File: src/design/http_request_header_parser_assert.svh
// Assertion macros used by the parser stage of the HTTP request header parser RTL.
`ifndef HTTP_REQUEST_HEADER_PARSER_ASSERT_SVH
`define HTTP_REQUEST_HEADER_PARSER_ASSERT_SVH

// Same-cycle implication, disabled while reset is high.
`define HRHP_ASSERT_NOW(label, clk, rst, ante, cons, msg) \
   label: assert property (@(posedge clk) disable iff (rst) (ante) |-> (cons)) \
      else $error(msg);

// Next-cycle implication, disabled while reset is high.
`define HRHP_ASSERT_NEXT(label, clk, rst, ante, cons, msg) \
   label: assert property (@(posedge clk) disable iff (rst) (ante) |=> (cons)) \
      else $error(msg);

`endif

File: src/design/hrhp_pkg.sv
// Types, constants and helper functions of the HTTP request header parser.
package hrhp_pkg;

   localparam int unsigned BYTE_W      = 8;
   localparam int unsigned COUNT_W     = 17;
   localparam int unsigned LEN_W       = 5;
   localparam int unsigned POS_W       = 6;
   localparam int unsigned EVENT_W     = 4;
   localparam int unsigned METHOD_W    = 3;
   localparam int unsigned ERROR_W     = 2;
   localparam int unsigned VERB_COUNT  = 8;
   localparam int unsigned CSR_INDEX_W = 2;
   localparam int unsigned CSR_DATA_W  = 17;

   localparam logic [COUNT_W-1:0] COUNT_MAX = '1;
   localparam logic [POS_W-1:0]   POS_MAX   = '1;

   localparam logic [COUNT_W-1:0] MAX_REQUEST_BYTES_RST = 17'h10000;
   localparam logic [LEN_W-1:0]   MAX_METHOD_LENGTH_RST = 5'd20;
   localparam logic [LEN_W-1:0]   MAX_KEY_LENGTH_RST    = 5'd31;
   localparam logic [VERB_COUNT-1:0] CANDIDATES_RST     = '1;

   localparam logic [CSR_INDEX_W-1:0] CSR_MAX_REQUEST_BYTES = 2'd0;
   localparam logic [CSR_INDEX_W-1:0] CSR_MAX_METHOD_LENGTH = 2'd1;
   localparam logic [CSR_INDEX_W-1:0] CSR_MAX_KEY_LENGTH    = 2'd2;

   localparam logic [EVENT_W-1:0] EV_NONE          = 4'd0;
   localparam logic [EVENT_W-1:0] EV_RESOURCE_BYTE = 4'd1;
   localparam logic [EVENT_W-1:0] EV_RESOURCE_END  = 4'd2;
   localparam logic [EVENT_W-1:0] EV_LINE_END      = 4'd3;
   localparam logic [EVENT_W-1:0] EV_KEY_BYTE      = 4'd4;
   localparam logic [EVENT_W-1:0] EV_KEY_END       = 4'd5;
   localparam logic [EVENT_W-1:0] EV_VALUE_BYTE    = 4'd6;
   localparam logic [EVENT_W-1:0] EV_VALUE_END     = 4'd7;
   localparam logic [EVENT_W-1:0] EV_COMPLETE      = 4'd8;
   localparam logic [EVENT_W-1:0] EV_ERROR         = 4'd9;

   localparam logic [ERROR_W-1:0] ERR_NONE        = 2'd0;
   localparam logic [ERROR_W-1:0] ERR_MALFORMED   = 2'd1;
   localparam logic [ERROR_W-1:0] ERR_UNSUPPORTED = 2'd2;
   localparam logic [ERROR_W-1:0] ERR_TOO_LONG    = 2'd3;

   localparam logic [BYTE_W-1:0] CH_SPACE      = 8'h20;
   localparam logic [BYTE_W-1:0] CH_DOT        = 8'h2E;
   localparam logic [BYTE_W-1:0] CH_SLASH      = 8'h2F;
   localparam logic [BYTE_W-1:0] CH_ZERO       = 8'h30;
   localparam logic [BYTE_W-1:0] CH_ONE        = 8'h31;
   localparam logic [BYTE_W-1:0] CH_NINE       = 8'h39;
   localparam logic [BYTE_W-1:0] CH_COLON      = 8'h3A;
   localparam logic [BYTE_W-1:0] CH_DASH       = 8'h2D;
   localparam logic [BYTE_W-1:0] CH_UNDERSCORE = 8'h5F;
   localparam logic [BYTE_W-1:0] CH_UPPER_A    = 8'h41;
   localparam logic [BYTE_W-1:0] CH_UPPER_Z    = 8'h5A;
   localparam logic [BYTE_W-1:0] CH_LOWER_A    = 8'h61;
   localparam logic [BYTE_W-1:0] CH_LOWER_Z    = 8'h7A;
   localparam logic [BYTE_W-1:0] CH_CR         = 8'h0D;
   localparam logic [BYTE_W-1:0] CH_LF         = 8'h0A;
   localparam logic [BYTE_W-1:0] CONTROL_LIMIT = 8'h20;
   localparam logic [BYTE_W-1:0] CASE_OFFSET   = 8'h20;

   // Method names, left-justified and padded with spaces to eight characters.
   localparam logic [63:0] VERB_TEXT [VERB_COUNT] = '{
      "GET     ", "POST    ", "HEAD    ", "PUT     ",
      "DELETE  ", "OPTIONS ", "CONNECT ", "BREW    "
   };
   localparam logic [2:0] VERB_LEN [VERB_COUNT] = '{
      3'd3, 3'd4, 3'd4, 3'd3, 3'd6, 3'd7, 3'd7, 3'd4
   };
   localparam logic [47:0]      VERSION_TEXT = "HTTP/1";
   localparam logic [POS_W-1:0] VERSION_LEN  = 6'd6;

   typedef enum logic [3:0] {
      PH_METHOD,
      PH_RESOURCE,
      PH_VERSION,
      PH_MINOR,
      PH_LINE_LF,
      PH_KEY,
      PH_SPACES,
      PH_VALUE,
      PH_FINAL_LF
   } phase_type;

   typedef struct packed {
      logic [COUNT_W-1:0] max_request_bytes;
      logic [LEN_W-1:0]   max_method_length;
      logic [LEN_W-1:0]   max_key_length;
   } cfg_type;

   typedef struct packed {
      logic [EVENT_W-1:0]  event_res;
      logic [BYTE_W-1:0]   data;
      logic [METHOD_W-1:0] method;
      logic                minor_version;
      logic [ERROR_W-1:0]  error_code;
      logic [COUNT_W-1:0]  request_length;
   } result_type;

   function automatic logic is_upper(input logic [BYTE_W-1:0] b);
      return (b >= CH_UPPER_A) && (b <= CH_UPPER_Z);
   endfunction

   // Lowercase letters, digits, dash and underscore pass into a key as they are.
   function automatic logic is_key_char(input logic [BYTE_W-1:0] b);
      return ((b >= CH_LOWER_A) && (b <= CH_LOWER_Z)) ||
             ((b >= CH_ZERO) && (b <= CH_NINE)) ||
             (b == CH_DASH) || (b == CH_UNDERSCORE);
   endfunction

   function automatic logic [BYTE_W-1:0] verb_char(input logic [2:0] k, input logic [2:0] i);
      return VERB_TEXT[k][{~i, 3'b000} +: BYTE_W];
   endfunction

   // Valid for positions below the length of the version prefix.
   function automatic logic [BYTE_W-1:0] version_char(input logic [2:0] i);
      logic [2:0] rev;
      rev = 3'd5 - i;
      return VERSION_TEXT[{rev, 3'b000} +: BYTE_W];
   endfunction

endpackage

File: src/design/hrhp_req_if.sv
// Request byte channel: one request byte and a restart flag per beat.
interface hrhp_req_if;
   logic                          valid;
   logic                          ready;
   logic [hrhp_pkg::BYTE_W-1:0]   byte_value;
   logic                          restart;

   modport source (output valid, output byte_value, output restart, input ready);
   modport sink   (input valid, input byte_value, input restart, output ready);
endinterface

File: src/design/hrhp_rsp_if.sv
// Token event channel: one parser event and status per beat.
interface hrhp_rsp_if;
   logic                            valid;
   logic                            ready;
   logic [hrhp_pkg::EVENT_W-1:0]    event_res;
   logic [hrhp_pkg::BYTE_W-1:0]     data;
   logic [hrhp_pkg::METHOD_W-1:0]   method;
   logic                            minor_version;
   logic [hrhp_pkg::ERROR_W-1:0]    error_code;
   logic [hrhp_pkg::COUNT_W-1:0]    request_length;

   modport source (output valid, output event_res, output data, output method,
                   output minor_version, output error_code, output request_length,
                   input ready);
   modport sink   (input valid, input event_res, input data, input method,
                   input minor_version, input error_code, input request_length,
                   output ready);
endinterface

File: src/design/hrhp_csr.sv
// Configuration registers of the parser: limits on length and token sizes.
module hrhp_csr (
   input  logic                               clock,
   input  logic                               reset,
   input  logic                               csr_write_enable,
   input  logic [hrhp_pkg::CSR_INDEX_W-1:0]   csr_index,
   input  logic [hrhp_pkg::CSR_DATA_W-1:0]    csr_write_data,
   output hrhp_pkg::cfg_type                  cfg
);

   hrhp_pkg::cfg_type cfg_ff;
   hrhp_pkg::cfg_type cfg_in;

   always_comb begin
      cfg_in = cfg_ff;
      if (csr_write_enable) begin
         unique case (csr_index)
            hrhp_pkg::CSR_MAX_REQUEST_BYTES: begin
               cfg_in.max_request_bytes = csr_write_data[hrhp_pkg::COUNT_W-1:0];
            end
            hrhp_pkg::CSR_MAX_METHOD_LENGTH: begin
               cfg_in.max_method_length = csr_write_data[hrhp_pkg::LEN_W-1:0];
            end
            hrhp_pkg::CSR_MAX_KEY_LENGTH: begin
               cfg_in.max_key_length = csr_write_data[hrhp_pkg::LEN_W-1:0];
            end
            default: begin
               cfg_in = cfg_ff;
            end
         endcase
      end
   end

   always_ff @(posedge clock) begin
      if (reset) begin
         cfg_ff.max_request_bytes <= hrhp_pkg::MAX_REQUEST_BYTES_RST;
         cfg_ff.max_method_length <= hrhp_pkg::MAX_METHOD_LENGTH_RST;
         cfg_ff.max_key_length    <= hrhp_pkg::MAX_KEY_LENGTH_RST;
      end else begin
         cfg_ff <= cfg_in;
      end
   end

   assign cfg = cfg_ff;

endmodule

File: src/design/hrhp_parser.sv
// Parser state and the per-byte update that produces one token event.
`include "http_request_header_parser_assert.svh"

module hrhp_parser (
   input  logic                           clock,
   input  logic                           reset,
   input  logic                           fire,
   input  logic [hrhp_pkg::BYTE_W-1:0]    byte_value,
   input  logic                           restart,
   input  hrhp_pkg::cfg_type              cfg,
   output hrhp_pkg::result_type           result
);

   hrhp_pkg::phase_type                 phase_ff, phase_in;
   logic [hrhp_pkg::POS_W-1:0]          pos_ff, pos_in;
   logic [hrhp_pkg::VERB_COUNT-1:0]     cand_ff, cand_in;
   logic                                vok_ff, vok_in;
   logic [hrhp_pkg::METHOD_W-1:0]       method_ff, method_in;
   logic                                minor_ff, minor_in;
   logic [hrhp_pkg::COUNT_W-1:0]        count_ff, count_in;
   logic [hrhp_pkg::ERROR_W-1:0]        error_ff, error_in;

   hrhp_pkg::phase_type                 cur_phase, step_phase;
   logic [hrhp_pkg::POS_W-1:0]          cur_pos, step_pos, pos_inc;
   logic [hrhp_pkg::VERB_COUNT-1:0]     cur_cand, step_cand, len_mask;
   logic                                cur_vok, step_vok;
   logic [hrhp_pkg::METHOD_W-1:0]       cur_method, step_method;
   logic                                cur_minor, step_minor;
   logic [hrhp_pkg::COUNT_W-1:0]        cur_count, step_count;
   logic [hrhp_pkg::ERROR_W-1:0]        cur_error, step_error, err;
   logic [hrhp_pkg::EVENT_W-1:0]        ev;
   logic [hrhp_pkg::BYTE_W-1:0]         data;
   logic                                done;

   // Restart takes effect before the byte is looked at.
   always_comb begin
      if (restart) begin
         cur_phase  = hrhp_pkg::PH_METHOD;
         cur_pos    = '0;
         cur_cand   = hrhp_pkg::CANDIDATES_RST;
         cur_vok    = 1'b1;
         cur_method = '0;
         cur_minor  = 1'b0;
         cur_count  = '0;
         cur_error  = hrhp_pkg::ERR_NONE;
      end else begin
         cur_phase  = phase_ff;
         cur_pos    = pos_ff;
         cur_cand   = cand_ff;
         cur_vok    = vok_ff;
         cur_method = method_ff;
         cur_minor  = minor_ff;
         cur_count  = count_ff;
         cur_error  = error_ff;
      end
   end

   assign pos_inc = (cur_pos == hrhp_pkg::POS_MAX) ? cur_pos : cur_pos + 1'b1;

   always_comb begin
      for (int k = 0; k < hrhp_pkg::VERB_COUNT; k++) begin
         len_mask[k] = ({3'b000, hrhp_pkg::VERB_LEN[k]} == cur_pos);
      end
   end

   always_comb begin
      step_phase  = cur_phase;
      step_pos    = cur_pos;
      step_cand   = cur_cand;
      step_vok    = cur_vok;
      step_method = cur_method;
      step_minor  = cur_minor;
      step_count  = cur_count;
      step_error  = cur_error;
      err         = hrhp_pkg::ERR_NONE;
      ev          = hrhp_pkg::EV_NONE;
      data        = '0;
      done        = 1'b0;

      if (cur_error != hrhp_pkg::ERR_NONE) begin
         ev = hrhp_pkg::EV_ERROR;
      end else begin
         if (cur_count != hrhp_pkg::COUNT_MAX) begin
            step_count = cur_count + 1'b1;
         end
         if (step_count > cfg.max_request_bytes) begin
            err = hrhp_pkg::ERR_TOO_LONG;
         end else begin
            unique case (cur_phase)
               hrhp_pkg::PH_METHOD: begin
                  if (byte_value == hrhp_pkg::CH_SPACE) begin
                     if (cur_pos > {1'b0, cfg.max_method_length}) begin
                        err = hrhp_pkg::ERR_MALFORMED;
                     end else begin
                        step_cand   = cur_cand & len_mask;
                        // The lowest surviving candidate names the method.
                        step_method = '0;
                        for (int k = hrhp_pkg::VERB_COUNT - 1; k >= 0; k--) begin
                           if (step_cand[k]) begin
                              step_method = k[hrhp_pkg::METHOD_W-1:0];
                           end
                        end
                        step_phase = hrhp_pkg::PH_RESOURCE;
                        step_pos   = '0;
                     end
                  end else if (hrhp_pkg::is_upper(byte_value)) begin
                     for (int k = 0; k < hrhp_pkg::VERB_COUNT; k++) begin
                        if ((cur_pos >= {3'b000, hrhp_pkg::VERB_LEN[k]}) ||
                            (hrhp_pkg::verb_char(k[2:0], cur_pos[2:0]) != byte_value)) begin
                           step_cand[k] = 1'b0;
                        end
                     end
                     step_pos = pos_inc;
                  end else begin
                     err = hrhp_pkg::ERR_MALFORMED;
                  end
               end
               hrhp_pkg::PH_RESOURCE: begin
                  if (byte_value == hrhp_pkg::CH_SPACE) begin
                     if (cur_cand == '0) begin
                        err = hrhp_pkg::ERR_UNSUPPORTED;
                     end else begin
                        ev         = hrhp_pkg::EV_RESOURCE_END;
                        step_phase = hrhp_pkg::PH_VERSION;
                        step_pos   = '0;
                        step_vok   = 1'b1;
                     end
                  end else if (byte_value < hrhp_pkg::CONTROL_LIMIT) begin
                     err = hrhp_pkg::ERR_MALFORMED;
                  end else begin
                     ev   = hrhp_pkg::EV_RESOURCE_BYTE;
                     data = byte_value;
                  end
               end
               hrhp_pkg::PH_VERSION: begin
                  if (byte_value == hrhp_pkg::CH_DOT) begin
                     if ((cur_pos != hrhp_pkg::VERSION_LEN) || !cur_vok) begin
                        err = hrhp_pkg::ERR_MALFORMED;
                     end else begin
                        step_phase = hrhp_pkg::PH_MINOR;
                        step_pos   = '0;
                     end
                  end else if (hrhp_pkg::is_upper(byte_value) ||
                               (byte_value == hrhp_pkg::CH_SLASH) ||
                               (byte_value == hrhp_pkg::CH_ONE)) begin
                     if ((cur_pos >= hrhp_pkg::VERSION_LEN) ||
                         (hrhp_pkg::version_char(cur_pos[2:0]) != byte_value)) begin
                        step_vok = 1'b0;
                     end
                     step_pos = pos_inc;
                  end else begin
                     err = hrhp_pkg::ERR_MALFORMED;
                  end
               end
               hrhp_pkg::PH_MINOR: begin
                  if ((byte_value == hrhp_pkg::CH_LF) || (byte_value == hrhp_pkg::CH_CR)) begin
                     if (cur_pos == '0) begin
                        err = hrhp_pkg::ERR_MALFORMED;
                     end else if (byte_value == hrhp_pkg::CH_LF) begin
                        ev         = hrhp_pkg::EV_LINE_END;
                        step_phase = hrhp_pkg::PH_KEY;
                        step_pos   = '0;
                     end else begin
                        step_phase = hrhp_pkg::PH_LINE_LF;
                     end
                  end else if (((byte_value == hrhp_pkg::CH_ZERO) ||
                                (byte_value == hrhp_pkg::CH_ONE)) && (cur_pos == '0)) begin
                     step_minor = byte_value[0];
                     step_pos   = pos_inc;
                  end else begin
                     err = hrhp_pkg::ERR_MALFORMED;
                  end
               end
               hrhp_pkg::PH_LINE_LF: begin
                  if (byte_value == hrhp_pkg::CH_LF) begin
                     ev         = hrhp_pkg::EV_LINE_END;
                     step_phase = hrhp_pkg::PH_KEY;
                     step_pos   = '0;
                  end else begin
                     err = hrhp_pkg::ERR_MALFORMED;
                  end
               end
               hrhp_pkg::PH_KEY: begin
                  if (byte_value == hrhp_pkg::CH_COLON) begin
                     ev         = hrhp_pkg::EV_KEY_END;
                     step_phase = hrhp_pkg::PH_SPACES;
                  end else if ((cur_pos == '0) && (byte_value == hrhp_pkg::CH_LF)) begin
                     ev   = hrhp_pkg::EV_COMPLETE;
                     done = 1'b1;
                  end else if ((cur_pos == '0) && (byte_value == hrhp_pkg::CH_CR)) begin
                     step_phase = hrhp_pkg::PH_FINAL_LF;
                  end else if (cur_pos >= {1'b0, cfg.max_key_length}) begin
                     err = hrhp_pkg::ERR_MALFORMED;
                  end else if (hrhp_pkg::is_upper(byte_value)) begin
                     ev       = hrhp_pkg::EV_KEY_BYTE;
                     data     = byte_value + hrhp_pkg::CASE_OFFSET;
                     step_pos = pos_inc;
                  end else if (hrhp_pkg::is_key_char(byte_value)) begin
                     ev       = hrhp_pkg::EV_KEY_BYTE;
                     data     = byte_value;
                     step_pos = pos_inc;
                  end else begin
                     err = hrhp_pkg::ERR_MALFORMED;
                  end
               end
               hrhp_pkg::PH_SPACES: begin
                  // The first byte after the spaces joins the value unchecked.
                  if (byte_value != hrhp_pkg::CH_SPACE) begin
                     ev         = hrhp_pkg::EV_VALUE_BYTE;
                     data       = byte_value;
                     step_phase = hrhp_pkg::PH_VALUE;
                  end
               end
               hrhp_pkg::PH_VALUE: begin
                  if (byte_value >= hrhp_pkg::CONTROL_LIMIT) begin
                     ev   = hrhp_pkg::EV_VALUE_BYTE;
                     data = byte_value;
                  end else if (byte_value == hrhp_pkg::CH_LF) begin
                     ev         = hrhp_pkg::EV_VALUE_END;
                     step_phase = hrhp_pkg::PH_KEY;
                     step_pos   = '0;
                  end else if (byte_value == hrhp_pkg::CH_CR) begin
                     ev         = hrhp_pkg::EV_VALUE_END;
                     step_phase = hrhp_pkg::PH_LINE_LF;
                  end else begin
                     err = hrhp_pkg::ERR_MALFORMED;
                  end
               end
               hrhp_pkg::PH_FINAL_LF: begin
                  if (byte_value == hrhp_pkg::CH_LF) begin
                     ev   = hrhp_pkg::EV_COMPLETE;
                     done = 1'b1;
                  end else begin
                     err = hrhp_pkg::ERR_MALFORMED;
                  end
               end
               default: begin
                  err = hrhp_pkg::ERR_MALFORMED;
               end
            endcase
         end
         if (err != hrhp_pkg::ERR_NONE) begin
            step_error = err;
            ev         = hrhp_pkg::EV_ERROR;
            data       = '0;
         end
      end
   end

   always_comb begin
      result.event_res      = ev;
      result.data           = data;
      result.method         = step_method;
      result.minor_version  = step_minor;
      result.error_code     = step_error;
      result.request_length = step_count;
   end

   // A completed request leaves everything but the error at its reset value.
   always_comb begin
      error_in = step_error;
      if (done) begin
         phase_in  = hrhp_pkg::PH_METHOD;
         pos_in    = '0;
         cand_in   = hrhp_pkg::CANDIDATES_RST;
         vok_in    = 1'b1;
         method_in = '0;
         minor_in  = 1'b0;
         count_in  = '0;
      end else begin
         phase_in  = step_phase;
         pos_in    = step_pos;
         cand_in   = step_cand;
         vok_in    = step_vok;
         method_in = step_method;
         minor_in  = step_minor;
         count_in  = step_count;
      end
   end

   always_ff @(posedge clock) begin
      if (reset) begin
         phase_ff  <= hrhp_pkg::PH_METHOD;
         pos_ff    <= '0;
         cand_ff   <= hrhp_pkg::CANDIDATES_RST;
         vok_ff    <= 1'b1;
         method_ff <= '0;
         minor_ff  <= 1'b0;
         count_ff  <= '0;
         error_ff  <= hrhp_pkg::ERR_NONE;
      end else if (fire) begin
         phase_ff  <= phase_in;
         pos_ff    <= pos_in;
         cand_ff   <= cand_in;
         vok_ff    <= vok_in;
         method_ff <= method_in;
         minor_ff  <= minor_in;
         count_ff  <= count_in;
         error_ff  <= error_in;
      end
   end

   `HRHP_ASSERT_NOW(a_error_event_matches_code, clock, reset, fire, ((result.error_code != hrhp_pkg::ERR_NONE) == (result.event_res == hrhp_pkg::EV_ERROR)), "error code and error event disagree")
   `HRHP_ASSERT_NEXT(a_latched_error_freezes_count, clock, reset, fire && !restart && (error_ff != hrhp_pkg::ERR_NONE), (count_ff == $past(count_ff)) && (error_ff == $past(error_ff)), "byte counted while an error is latched")
   `HRHP_ASSERT_NEXT(a_complete_clears_state, clock, reset, fire && (result.event_res == hrhp_pkg::EV_COMPLETE), (phase_ff == hrhp_pkg::PH_METHOD) && (count_ff == '0) && (pos_ff == '0), "parse state not cleared after a complete request")
   `HRHP_ASSERT_NEXT(a_restart_clears_error, clock, reset, fire && restart && (result.event_res != hrhp_pkg::EV_ERROR), error_ff == hrhp_pkg::ERR_NONE, "restart did not clear the latched error")

endmodule

File: src/design/http_request_header_parser.sv
// A request byte is held in the input register; its token event is held in the result register.
// Throughput: one byte per cycle while the receiver does not stall; the parser state update sets that bound.
// The input register and the result register advance together when the result is free.
// Reset is synchronous and active high: both beat registers empty, parse state and
// latched error cleared, limits back to 65536 bytes, 20 method and 31 key characters.
module http_request_header_parser (
   input  logic                               clock,
   input  logic                               reset,
   hrhp_req_if.sink                           req_channel,
   hrhp_rsp_if.source                         rsp_channel,
   input  logic                               csr_write_enable,
   input  logic [hrhp_pkg::CSR_INDEX_W-1:0]   csr_index,
   input  logic [hrhp_pkg::CSR_DATA_W-1:0]    csr_write_data
);

   hrhp_pkg::cfg_type             cfg;
   hrhp_pkg::result_type          result;

   logic                          in_valid_ff, in_valid_in;
   logic [hrhp_pkg::BYTE_W-1:0]   in_byte_ff;
   logic                          in_restart_ff;
   logic                          out_valid_ff, out_valid_in;
   hrhp_pkg::result_type          out_payload_ff;
   logic                          advance;
   logic                          take;

   hrhp_csr u_csr (
      .clock            (clock),
      .reset            (reset),
      .csr_write_enable (csr_write_enable),
      .csr_index        (csr_index),
      .csr_write_data   (csr_write_data),
      .cfg              (cfg)
   );

   hrhp_parser u_parser (
      .clock      (clock),
      .reset      (reset),
      .fire       (advance),
      .byte_value (in_byte_ff),
      .restart    (in_restart_ff),
      .cfg        (cfg),
      .result     (result)
   );

   // A held beat moves into the result register whenever that register is free
   // or being drained in the same cycle.
   assign advance           = in_valid_ff && (!out_valid_ff || rsp_channel.ready);
   assign req_channel.ready = !in_valid_ff || advance;
   assign take              = req_channel.valid && req_channel.ready;

   always_comb begin
      in_valid_in = in_valid_ff;
      if (take) begin
         in_valid_in = 1'b1;
      end else if (advance) begin
         in_valid_in = 1'b0;
      end
      out_valid_in = out_valid_ff;
      if (advance) begin
         out_valid_in = 1'b1;
      end else if (rsp_channel.ready) begin
         out_valid_in = 1'b0;
      end
   end

   always_ff @(posedge clock) begin
      if (reset) begin
         in_valid_ff  <= 1'b0;
         out_valid_ff <= 1'b0;
      end else begin
         in_valid_ff  <= in_valid_in;
         out_valid_ff <= out_valid_in;
      end
   end

   always_ff @(posedge clock) begin
      if (take) begin
         in_byte_ff    <= req_channel.byte_value;
         in_restart_ff <= req_channel.restart;
      end
      if (advance) begin
         out_payload_ff <= result;
      end
   end

   assign rsp_channel.valid          = out_valid_ff;
   assign rsp_channel.event_res      = out_payload_ff.event_res;
   assign rsp_channel.data           = out_payload_ff.data;
   assign rsp_channel.method         = out_payload_ff.method;
   assign rsp_channel.minor_version  = out_payload_ff.minor_version;
   assign rsp_channel.error_code     = out_payload_ff.error_code;
   assign rsp_channel.request_length = out_payload_ff.request_length;

endmodule

File: src/flat_wrapper.sv
// flat-port wrapper written by rule: the top's interface ports become plain ports
module http_request_header_parser_flat 
  (clock, reset, csr_write_enable, csr_index, csr_write_data, req_channel_valid, req_channel_byte_value, req_channel_restart, req_channel_ready, rsp_channel_valid, rsp_channel_event_res, rsp_channel_data, rsp_channel_method, rsp_channel_minor_version, rsp_channel_error_code, rsp_channel_request_length, rsp_channel_ready);
  hrhp_req_if req_channel_i ();
  hrhp_rsp_if rsp_channel_i ();
  input  logic clock;
  input  logic reset;
  input  logic csr_write_enable;
  input  logic [hrhp_pkg::CSR_INDEX_W-1:0] csr_index;
  input  logic [hrhp_pkg::CSR_DATA_W-1:0] csr_write_data;
  input wire logic [$bits(req_channel_i.valid)-1:0] req_channel_valid;
  input wire logic [$bits(req_channel_i.byte_value)-1:0] req_channel_byte_value;
  input wire logic [$bits(req_channel_i.restart)-1:0] req_channel_restart;
  output wire logic [$bits(req_channel_i.ready)-1:0] req_channel_ready;
  output wire logic [$bits(rsp_channel_i.valid)-1:0] rsp_channel_valid;
  output wire logic [$bits(rsp_channel_i.event_res)-1:0] rsp_channel_event_res;
  output wire logic [$bits(rsp_channel_i.data)-1:0] rsp_channel_data;
  output wire logic [$bits(rsp_channel_i.method)-1:0] rsp_channel_method;
  output wire logic [$bits(rsp_channel_i.minor_version)-1:0] rsp_channel_minor_version;
  output wire logic [$bits(rsp_channel_i.error_code)-1:0] rsp_channel_error_code;
  output wire logic [$bits(rsp_channel_i.request_length)-1:0] rsp_channel_request_length;
  input wire logic [$bits(rsp_channel_i.ready)-1:0] rsp_channel_ready;
  assign req_channel_i.valid = req_channel_valid;
  assign req_channel_i.byte_value = req_channel_byte_value;
  assign req_channel_i.restart = req_channel_restart;
  assign req_channel_ready = req_channel_i.ready;
  assign rsp_channel_valid = rsp_channel_i.valid;
  assign rsp_channel_event_res = rsp_channel_i.event_res;
  assign rsp_channel_data = rsp_channel_i.data;
  assign rsp_channel_method = rsp_channel_i.method;
  assign rsp_channel_minor_version = rsp_channel_i.minor_version;
  assign rsp_channel_error_code = rsp_channel_i.error_code;
  assign rsp_channel_request_length = rsp_channel_i.request_length;
  assign rsp_channel_i.ready = rsp_channel_ready;
  http_request_header_parser u_core (.clock(clock), .reset(reset), .req_channel(req_channel_i), .rsp_channel(rsp_channel_i), .csr_write_enable(csr_write_enable), .csr_index(csr_index), .csr_write_data(csr_write_data));
endmodule
File: config.mk
export PLATFORM = sky130hd
export DESIGN_NAME = http_request_header_parser_flat
export DESIGN_NICKNAME = d
export VERILOG_FILES = /design/src/design/hrhp_pkg.sv /design/src/design/hrhp_req_if.sv /design/src/design/hrhp_rsp_if.sv /design/src/design/hrhp_csr.sv /design/src/design/hrhp_parser.sv /design/src/design/http_request_header_parser.sv /design/src/flat_wrapper.sv
export VERILOG_INCLUDE_DIRS = /design/src /design/src/design
export SDC_FILE = /design/constraint.sdc
export NUM_CORES = 1
export LEC_CHECK = 0
export BUFFER_PORTS_ARGS = -buffer_cell sky130_fd_sc_hd__buf_2
export CAP_MARGIN = 40
export CORE_MARGIN = 4
export CORE_UTILIZATION = 55
export CTS_CLUSTER_SIZE = 24
export DETAILED_ROUTE_END_ITERATION = 16
export PLACE_DENSITY = 0.74
export SETUP_SLACK_MARGIN = 0.15
export SYNTH_ARGS = -nofsm -noshare
export SYNTH_HDL_FRONTEND = slang
export SYNTH_SLANG_ARGS = --single-unit
File: constraint.sdc
create_clock -name clock -period 7.9 [get_ports clock]
set_input_delay 0.79 -clock clock [delete_from_list [all_inputs] [get_ports clock]]
set_output_delay 0.79 -clock clock [all_outputs]
set_load 0.005 [all_outputs]
==> out/qor.txt, run 1 <==
Initial DRC count - 1115
Mapped Avg Cell Area - 7.90 um2
DRT Pass-1 Iters - 6
Sum of negative setup slack - 0 ns
I/O pin cnt - 70
Hold Vio Cnt, Final - 0
TritonCTS clock tree - built
# DRC - 0
Synth unique cells - 87
Synth warn - 0
Setup Fix Bufs, Post-CTS - 0
Required @ worst endpoint - 8.21 ns
Die Y - 131 um
Share of layout cells above drive strength 1 - 0.130
Post_cts resized - 0
Gpl congestion - 0.991
Initial Util - 0.567
Worst EP arrival - 5.79 ns
Fmax - 0.182 GHz
# port buffers - 69
Cell Area, Synth - 8330 um2
DRT antenna net count - 0
Slew @ Worst Pin - 0.835 ns
Run status - finished clean
Hold/Removal Path Class - reg -> reg
Detailed Place HPWL - 17700 um
VDD IR max - 0.131 mV
Die area - 17200 um2
Syn Inst Count - 1054
Dpl cells - 1256
Post-synthesis sequential area ratio - 0.329
# clock sinks - 115
Final WL - 25000 um
Clock Path Buffers - 2
CTS clock-pin slew for the worst setup and hold paths - 0.06 ns
Crit-path max FO - 22
Multi-input gate area - 5100 um2
Ys async rst share - 0
Vias in the first global route - 7449
Worst skew pair latency - 0.42 ns
Vias post-DR - 8315
Non-filler cells, final - 1289
Max Cap Viol - 0
Final slew viol count - 0
CP startpoint kind - flop
First-pass GRT wire length - 39800 um
Syn nets - 1129
Crit Path Class - reg -> reg
Core Area - 14700 um2
Clk root buf - clkbuf_16
Fin nets - 1166
Num rows - 44
H-tree levels - 4
CTS Buf Count - 17
Via density - 6.45
Final Cell Area - 9320 um2
Register cell area after layout - 2740 um2
Placed cell area - 8730 um2
Global Route Usage Sum - 0.293
# setup viols final - 0
Die X - 131 um
Rel. slew slack - 0.439
Largest net degree at the start of global routing - 50
Predominant post-synthesis flop cell - dfxtp_1
Total grt overflow - 0
Worst Clk Skew - 0.00860 ns
CTS Hold Bufs - 0
Power per cell area - 167 nW/um2
Initial antenna violation count - 0
Post-synth EDFFs - 44
Unrepaired setup endpoints after global routing - no
Routed len/inst - 19.4 um
Leakage - 3.64 nW
Synth Register Bits - 115
Tcrit/Tclk final - 0.694
Area grow syn2layout - 11.9%
Filler cells - 1293
Clock period minus worst slack - 5.48 ns
CP endpoint kind - flop
-- Yosys cell counts (all sizes together) (10+ instances only) --
master	number	area, um2
edfxtp	44	1320
o22ai	11	68.8
a22oi	14	105
o211ai	12	90.1
a21oi	76	380
nand3	30	150
nor4	18	140
a211oi	10	75.1
clkbuf	39	146
nor2	108	413
nand2	131	492
nor3	30	155
buf	31	178
dfxtp	71	1420
a31oi	16	106
nor2b	19	119
o21ai	80	400
xor2	18	158
and3	17	106
or3	15	93.8
nand4	13	81.3
ha	42	526
inv	42	160
xnor2	24	210
-- cell type report --
class / instances / area share
Antenna cell: 1 / 0.000269
Clock buffer: 18 / 0.0461
Inverter: 44 / 0.0180
Multi-Input combinational cell: 825 / 0.548
Sequential cell: 115 / 0.294
Clock inverter: 14 / 0.0165
Tap cell: 184 / 0.0247
Timing Repair Buffer: 88 / 0.0525
-- metrics by stage --
| step | utilization | power [mW] | hold slack (ns) | setup WS [ns] |
|---|---|---|---|---|
| after floorplan | - | 0.754 | 0.436 | 3.05 |
| after global placement | 0.592 | 0.800 | 0.443 | 2.77 |
| after detailed placement | 0.594 | 0.803 | 0.448 | 2.63 |
| after CTS | 0.634 | 1.56 | 0.456 | 2.53 |
| after global routing | 0.634 | 1.61 | 0.466 | 2.11 |
| final | 0.634 | 1.56 | 0.454 | 2.42 |
-- sequential cells by signal, indices dropped and copies added (netlist names) --
register / cells
u_core.in_byte_ff: 8
u_core.in_restart_ff: 1
u_core.in_valid_ff: 1
u_core.rsp_channel.data: 8
u_core.rsp_channel.error_code: 2
u_core.rsp_channel.event_res: 4
u_core.rsp_channel.method: 3
u_core.rsp_channel.minor_version: 1
u_core.rsp_channel.request_length: 17
u_core.rsp_channel.valid: 1
u_core.u_csr.cfg: 27
u_core.u_parser.cand_ff: 8
u_core.u_parser.count_ff: 17
u_core.u_parser.error_ff: 2
u_core.u_parser.method_ff: 3
u_core.u_parser.minor_ff: 1
u_core.u_parser.phase_ff: 4
u_core.u_parser.pos_ff: 6
u_core.u_parser.vok_ff: 1
-- per-layer routing --
layer	wire length (um)	GRT usage
met1	11200	0.435
met2	10600	0.425
met5	0	0
met3	2680	0.0656
met4	516	0.0913
-- layout by cell type (no fill, tap or decap), types with 8 or more instances in the layout --
cell | netlist | routed
xor2_1 | 18 | 18
buf_4 | 5 | 17
nor3_1 | 29 | 29
o211ai_1 | 12 | 12
o22ai_1 | 11 | 11
o32ai_1 | 9 | 9
a211oi_1 | 10 | 10
dfxtp_1 | 71 | 71
edfxtp_1 | 44 | 44
nor4_1 | 15 | 15
ha_1 | 42 | 42
nand2b_1 | 9 | 9
nand4_1 | 13 | 13
a31oi_1 | 15 | 15
or3_1 | 15 | 15
clkbuf_16 | 0 | 17
a22oi_1 | 14 | 14
nand3_1 | 30 | 30
o21ai_1 | 8 | 8
buf_2 | 16 | 70
inv_1 | 40 | 40
nor2_1 | 107 | 107
nand3b_1 | 9 | 9
xnor2_1 | 24 | 24
nand2_1 | 131 | 131
nor2b_1 | 19 | 18
o21ai_0 | 72 | 72
a21oi_1 | 76 | 76
and3_1 | 17 | 17
-- cell families (layout without fill, tap and decap cells) --
logic type,Yosys count,in the layout,synth area share
mux,9,9,0.0113
flops,115,115,0.329
buf+inv,114,164,0.0590
xor+xnor,42,42,0.0442
compound gates,293,293,0.226
simple gates,439,439,0.267
fa+ha+maj,42,42,0.0631
other cells,0,1,0
-- critical path, cell delays in order (launching register included) --
cell,delay (ns)
edfxtp_1,0.69
nor2b_1,0.36
ha_1,0.27
and3_1,0.17
nand4_1,0.12
or4_1,0.63
nand3_1,0.39
o21ai_0,0.17
a21oi_1,0.17
ha_1,0.28
a21oi_1,0.18
o21ai_0,0.13
a211oi_1,0.27
o211a_1,0.27
o21ai_1,0.23
or3_1,0.48
or3_1,0.37
a22o_1,0.18
-- power by group --
part           internal [mW]  switching, mW  total [mW]
sequential             0.634         0.0118       0.646
combinational         0.0505         0.0971       0.148
clock                  0.468          0.299       0.767
-- final timing paths --
check	slack (ns)	cells after the start	endpoint	start
worst min-delay path	0.45	2	u_core.u_csr.cfg[15]$_SDFFE_PP0P_	u_core.u_csr.cfg[15]$_SDFFE_PP0P_
worst min register to register	0.45	2	u_core.u_csr.cfg[15]$_SDFFE_PP0P_	u_core.u_csr.cfg[15]$_SDFFE_PP0P_
worst max register to register	2.42	17	u_core.u_parser.pos_ff[1]$_SDFFE_PP0P_	u_core.in_restart_ff$_DFFE_PP_
worst max-delay path	2.42	17	u_core.u_parser.pos_ff[1]$_SDFFE_PP0P_	u_core.in_restart_ff$_DFFE_PP_
Power figures use the tool's default switching activity.
==> run 2: changes to the inputs <==
--- a/config.mk
+++ b/config.mk
@@ -12,7 +12,7 @@
 export CORE_UTILIZATION = 55
 export CTS_CLUSTER_SIZE = 24
 export DETAILED_ROUTE_END_ITERATION = 16
-export PLACE_DENSITY = 0.74
+export PLACE_DENSITY = 0.77
 export SETUP_SLACK_MARGIN = 0.15
 export SYNTH_ARGS = -nofsm -noshare
 export SYNTH_HDL_FRONTEND = slang
==> constraint.sdc (replaced) <==
create_clock -name clock -period 4.5 [get_ports clock]
set_input_delay 0.45 -clock clock [delete_from_list [all_inputs] [get_ports clock]]
set_output_delay 0.45 -clock clock [all_outputs]
set_load 0.005 [all_outputs]
==> run 2 against run 1 <==
Via count increased by 3.8%. Final area increased by 7.8%. Die area unchanged. Critical path type unchanged. Critical endpoint unchanged.
==> out/qor.txt, run 2 (synthesis gave the netlist of run 1 again) <==
Clk root buf - clkbuf_16
Final Cell Area - 10000 um2
Max Cap Viol - 0
Routed len/inst - 20.0 um
First-pass GRT wire length - 41400 um
Power per cell area - 279 nW/um2
CTS Buf Count - 17
Die Y - 131 um
Die area - 17200 um2
Filler cells - 1207
Worst EP arrival - 4.67 ns
Total grt overflow - 0
Run status - finished clean
Required @ worst endpoint - 4.81 ns
Most frequent cells in the layout - nand2_1, nor2_1, a21oi_1
# port buffers - 69
Initial antenna violation count - 0
# clock sinks - 115
Die X - 131 um
Largest net degree at the start of global routing - 38
Fmax - 0.229 GHz
Vias in the first global route - 7544
Crit-path max FO - 7
I/O pin cnt - 70
Hold/Removal Path Class - in -> reg
VDD IR max - 0.289 mV
Rel. slew slack - 0.379
Worst skew pair latency - 0.42 ns
Hold Vio Cnt, Final - 0
DRT Pass-1 Iters - 6
# DRC - 0
H-tree levels - 4
Most common cell after layout, fill and taps aside - nand2_1
Global Route Usage Sum - 0.307
Sum of negative setup slack - 0 ns
TritonCTS clock tree - built
# setup viols final - 0
Area grow syn2layout - 20.6%
Core Area - 14700 um2
Setup WS post-layout - 0.135 ns
Num rows - 44
Final slew viol count - 0
Tcrit/Tclk final - 0.970
Slew @ Worst Pin - 0.932 ns
Antenna cells - 0
Via density - 6.48
Unrepaired setup endpoints after global routing - yes
DRT antenna net count - 0
Dpl ws - -0.130 ns
Initial DRC count - 1149
Leakage - 3.92 nW
Vias post-DR - 8632
Total Power - 2.80 mW
Fin nets - 1211
Gpl congestion - 0.985
Detailed Place HPWL - 19300 um
CTS clock-pin slew for the worst setup and hold paths - 0.06 ns
Placed cell area - 9060 um2
Clock Path Buffers - 2
Non-filler cells, final - 1333
CP startpoint kind - flop
Crit Path Class - reg -> reg
Initial Util - 0.567
Final WL - 26600 um
Max FFs per register - 27
CP endpoint kind - flop
Share of layout cells above drive strength 1 - 0.205
Dpl cells - 1290
Clock period minus worst slack - 4.37 ns
Worst Clk Skew - 0.0125 ns
[run 2: changes by cell type in the layout (fill, tap and decap cells not counted), moves of 5 or more]
cell	before	now
buf_4	17	53
o21ai_0	72	63
buf_6	1	9
o21ai_1	8	13
[run 2: where the power goes]
part           switching, mW  internal (mW)  total, mW
registers             0.0317           1.11       1.15
clock network          0.518          0.833       1.35
logic                  0.184          0.117      0.301
total                  0.735           2.06       2.80
[run 2: worst max-delay path, stage by stage (launching register included)]
cell	delay, ns
edfxtp_1	0.45
buf_6	0.18
nor2b_4	0.13
ha_4	0.14
and3_1	0.16
nand4_1	0.11
or4_4	0.60
buf_4	0.19
mux2_4	0.30
ha_1	0.28
nand4_1	0.13
buf_4	0.16
nor2_1	0.09
nand2_1	0.11
or2_4	0.27
a211oi_4	0.28
buf_6	0.19
o21ai_4	0.08
and3_1	0.20
a22o_1	0.19
[run 2: path summary, 6_finish.rpt]
check                                                         endpoint  cells after the start                         startpoint  slack (ns)
worst max-delay path            u_core.u_parser.pos_ff[1]$_SDFFE_PP0P_                     19     u_core.in_restart_ff$_DFFE_PP_        0.13
worst min-delay path                    u_core.in_byte_ff[0]$_DFFE_PP_                      1          req_channel_byte_value[0]        0.21
worst max register to register  u_core.u_parser.pos_ff[1]$_SDFFE_PP0P_                     19     u_core.in_restart_ff$_DFFE_PP_        0.13
worst min register to register       u_core.u_csr.cfg[17]$_SDFFE_PP0P_                      2  u_core.u_csr.cfg[17]$_SDFFE_PP0P_        0.45
[run 2: cell type report]
type	count	area, um2	share of cell area
tap	184	230	0.0229
multi-input combinational	825	5430	0.540
inverter	44	168	0.0167
timing repair buffer	133	885	0.0881
sequential	115	2740	0.273
clock buffer	18	439	0.0437
clock inverter	14	153	0.0152
[run 2: metrics by stage]
step,hold slack (ns),util
2_1_floorplan,0.436,-
3_3_place_gp,0.442,0.615
3_5_place_dp,0.448,0.616
4_1_cts,0.197,0.658
5_1_grt,0.191,0.683
6_report,0.209,0.683
[run 2: layer usage]
| metal | GRT usage | share of wire |
|---|---|---|
| met1 | 0.467 | 0.45 |
| met2 | 0.438 | 0.43 |
| met3 | 0.0681 | 0.10 |
| met4 | 0.0823 | 0.018 |
| met5 | 0 | 0 |
[run 2: timing repair]
| action | in CTS | in global routing |
|---|---|---|
| buffers inserted | 1 | 9 |
| gates cloned | 0 | 1 |
| gates resized for setup | 5 | 61 |
| pin swaps | 2 | 21 |
| hold buffers | 0 | 0 |
| endpoints found under the setup margin | 22 | 52 |
==> run 3: changes to the inputs <==
--- a/config.mk
+++ b/config.mk
@@ -13,6 +13,7 @@
 export CTS_CLUSTER_SIZE = 24
 export DETAILED_ROUTE_END_ITERATION = 16
 export PLACE_DENSITY = 0.77
+export REMOVE_ABC_BUFFERS = 1
 export SETUP_SLACK_MARGIN = 0.15
 export SYNTH_ARGS = -nofsm -noshare
 export SYNTH_HDL_FRONTEND = slang
==> run 3 against run 2 <==
Sequential share of layout area increased by 0.47 points. Non-clock buffer count up 4. Wire length is 4.3% lower. Register-to-register slack about the same. Power is 4.9% lower. Sequential power barely moved. Clock power decreased by 9.6%. Sequential cell count unchanged. Maximum frequency fell by 0.13%. Utilization is 1.2 points lower. Critical path type unchanged.
==> out/qor.txt, run 3 (synthesis gave the netlist of run 1 again) <==
Fmax - 0.229 GHz
Worst Clk Skew - 0.0142 ns
Slew @ Worst Pin - 0.981 ns
Global Route Usage Sum - 0.295
Area grow syn2layout - 18.5%
Total Power - 2.66 mW
Clock Path Buffers - 2
Grt met1 use - 0.418
Fin nets - 1215
First-pass GRT wire length - 40000 um
Sum of negative setup slack - 0 ns
Die X - 131 um
Dpl cells - 1296
CTS clock-pin slew for the worst setup and hold paths - 0.06 ns
TritonCTS clock tree - built
# DRC - 0
Core Area - 14700 um2
Share of layout cells above drive strength 1 - 0.189
Via density - 6.43
CTS Buf Count - 17
Clk root buf - clkbuf_16
Required @ worst endpoint - 4.85 ns
DRT Pass-1 Iters - 6
Most frequent cells in the layout - nand2_1, nor2_1, a21oi_1
Crit Path Class - reg -> reg
Worst EP arrival - 4.72 ns
Unrepaired setup endpoints after global routing - yes
Final Cell Area - 9870 um2
Run status - finished clean
CP startpoint kind - flop
Initial DRC count - 1179
Max Cap Viol - 0
Power per cell area - 270 nW/um2
I/O pin cnt - 70
Vias in the first global route - 7857
Initial antenna violation count - 0
Worst r2r dst - u_core.u_parser.phase_ff[1]$_SDFFE_PP0P_
Die Y - 131 um
R2R Setup Slk - 0.13 ns
Total grt overflow - 0
CP endpoint kind - flop
Final WL - 25500 um
R2r startpoint - u_core.in_restart_ff$_DFFE_PP_
Detailed Place HPWL - 18200 um
Crit-path max FO - 6
Non-filler cells, final - 1337
Die area - 17200 um2
Antenna cells - 0
Rel. slew slack - 0.346
Crit. Startpoint - u_core.in_restart_ff$_DFFE_PP_
Register cell area after layout - 2740 um2
# clock sinks - 115
DRT antenna net count - 0
Num rows - 44
H-tree levels - 4
Most common cell after layout, fill and taps aside - nand2_1
Filler cells - 1263
Worst reg2reg path depth - 21
Vias post-DR - 8595
Initial Util - 0.567
Multi-input gate area - 5290 um2
Gpl congestion - 1.02
Routed len/inst - 19.1 um
Setup crit end - u_core.u_parser.phase_ff[1]$_SDFFE_PP0P_
Largest net degree at the start of global routing - 36
Met2 Use GR - 0.433
Hold Vio Cnt, Final - 0
Hold path cells - 1
Final slew viol count - 0
Max FFs per register - 27
Hold path startpoint - req_channel_byte_value[4]
Clock period minus worst slack - 4.37 ns
Hold/Removal Path Class - in -> reg
# setup viols final - 0
GRT met3 Usage - 0.0628
Grt peak-use layer - met2
Post-layout util - 0.672
# port buffers - 69
Tcrit/Tclk final - 0.971
Worst skew pair latency - 0.43 ns
Leakage - 3.91 nW
Placed cell area - 9040 um2
VDD IR max - 0.268 mV
==> run 3: final cells by class <==
cell class	count	area share
clock buffers	23	0.0475
clock inverters	9	0.00608
inverters	44	0.0170
multi-input cells	825	0.536
flip-flops and latches	115	0.278
well taps	184	0.0233
repair buffers	137	0.0923
==> run 3: report_power, final <==
part           switching (mW)  internal [mW]
clock                   0.488          0.733
sequential             0.0344           1.11
combinational           0.176          0.116
==> run 3: worst min-delay path by stage <==
stage	endpoint
after floorplan	u_core.u_csr.cfg[11]$_SDFFE_PP0P_
after global routing	u_core.in_byte_ff[5]$_DFFE_PP_
after CTS	u_core.in_byte_ff[5]$_DFFE_PP_
final	u_core.in_byte_ff[4]$_DFFE_PP_
after detailed placement	u_core.u_csr.cfg[20]$_SDFFE_PP0P_
after global placement	u_core.u_csr.cfg[11]$_SDFFE_PP0P_
==> run 3: per-stage QoR <==
stage	hold slack (ns)	setup slack [ns]
floorplan	0.430	-1.15
global placement	0.444	0.208
detailed placement	0.449	0.0834
CTS	0.189	0.157
global route	0.191	-0.102
finish	0.204	0.129
==> run 3: what timing repair did <==
action                     CTS  global route
pin swaps                    1            30
hold buffers                 0             0
buffers inserted             1             6
gates cloned                 0             2
resized for setup            2            56
setup endpoints to repair   10            55
hold endpoints to repair     0             0
==> run 3: worst max-delay path, cell delays in order (launching register included) <==
cell,delay [ns]
edfxtp_1,0.46
nor2b_2,0.19
ha_2,0.19
and3_1,0.15
nand4_1,0.12
or4_4,0.57
nand4_1,0.17
buf_4,0.15
or3_1,0.09
a21oi_1,0.06
ha_1,0.30
nand4_1,0.13
a211oi_2,0.24
a211oi_2,0.06
buf_4,0.16
o211ai_1,0.28
a211oi_2,0.14
buf_6,0.17
buf_4,0.14
nor3_4,0.24
a31oi_1,0.15
o22ai_1,0.14
==> run 3: metal layers <==
layer,part of all wire,up-vias,wire length (um)
li1,-,4016,-
met2,0.43,549,11000
met3,0.11,82,2710
met4,0.033,0,848
met1,0.43,3948,10900
met5,0,-,0
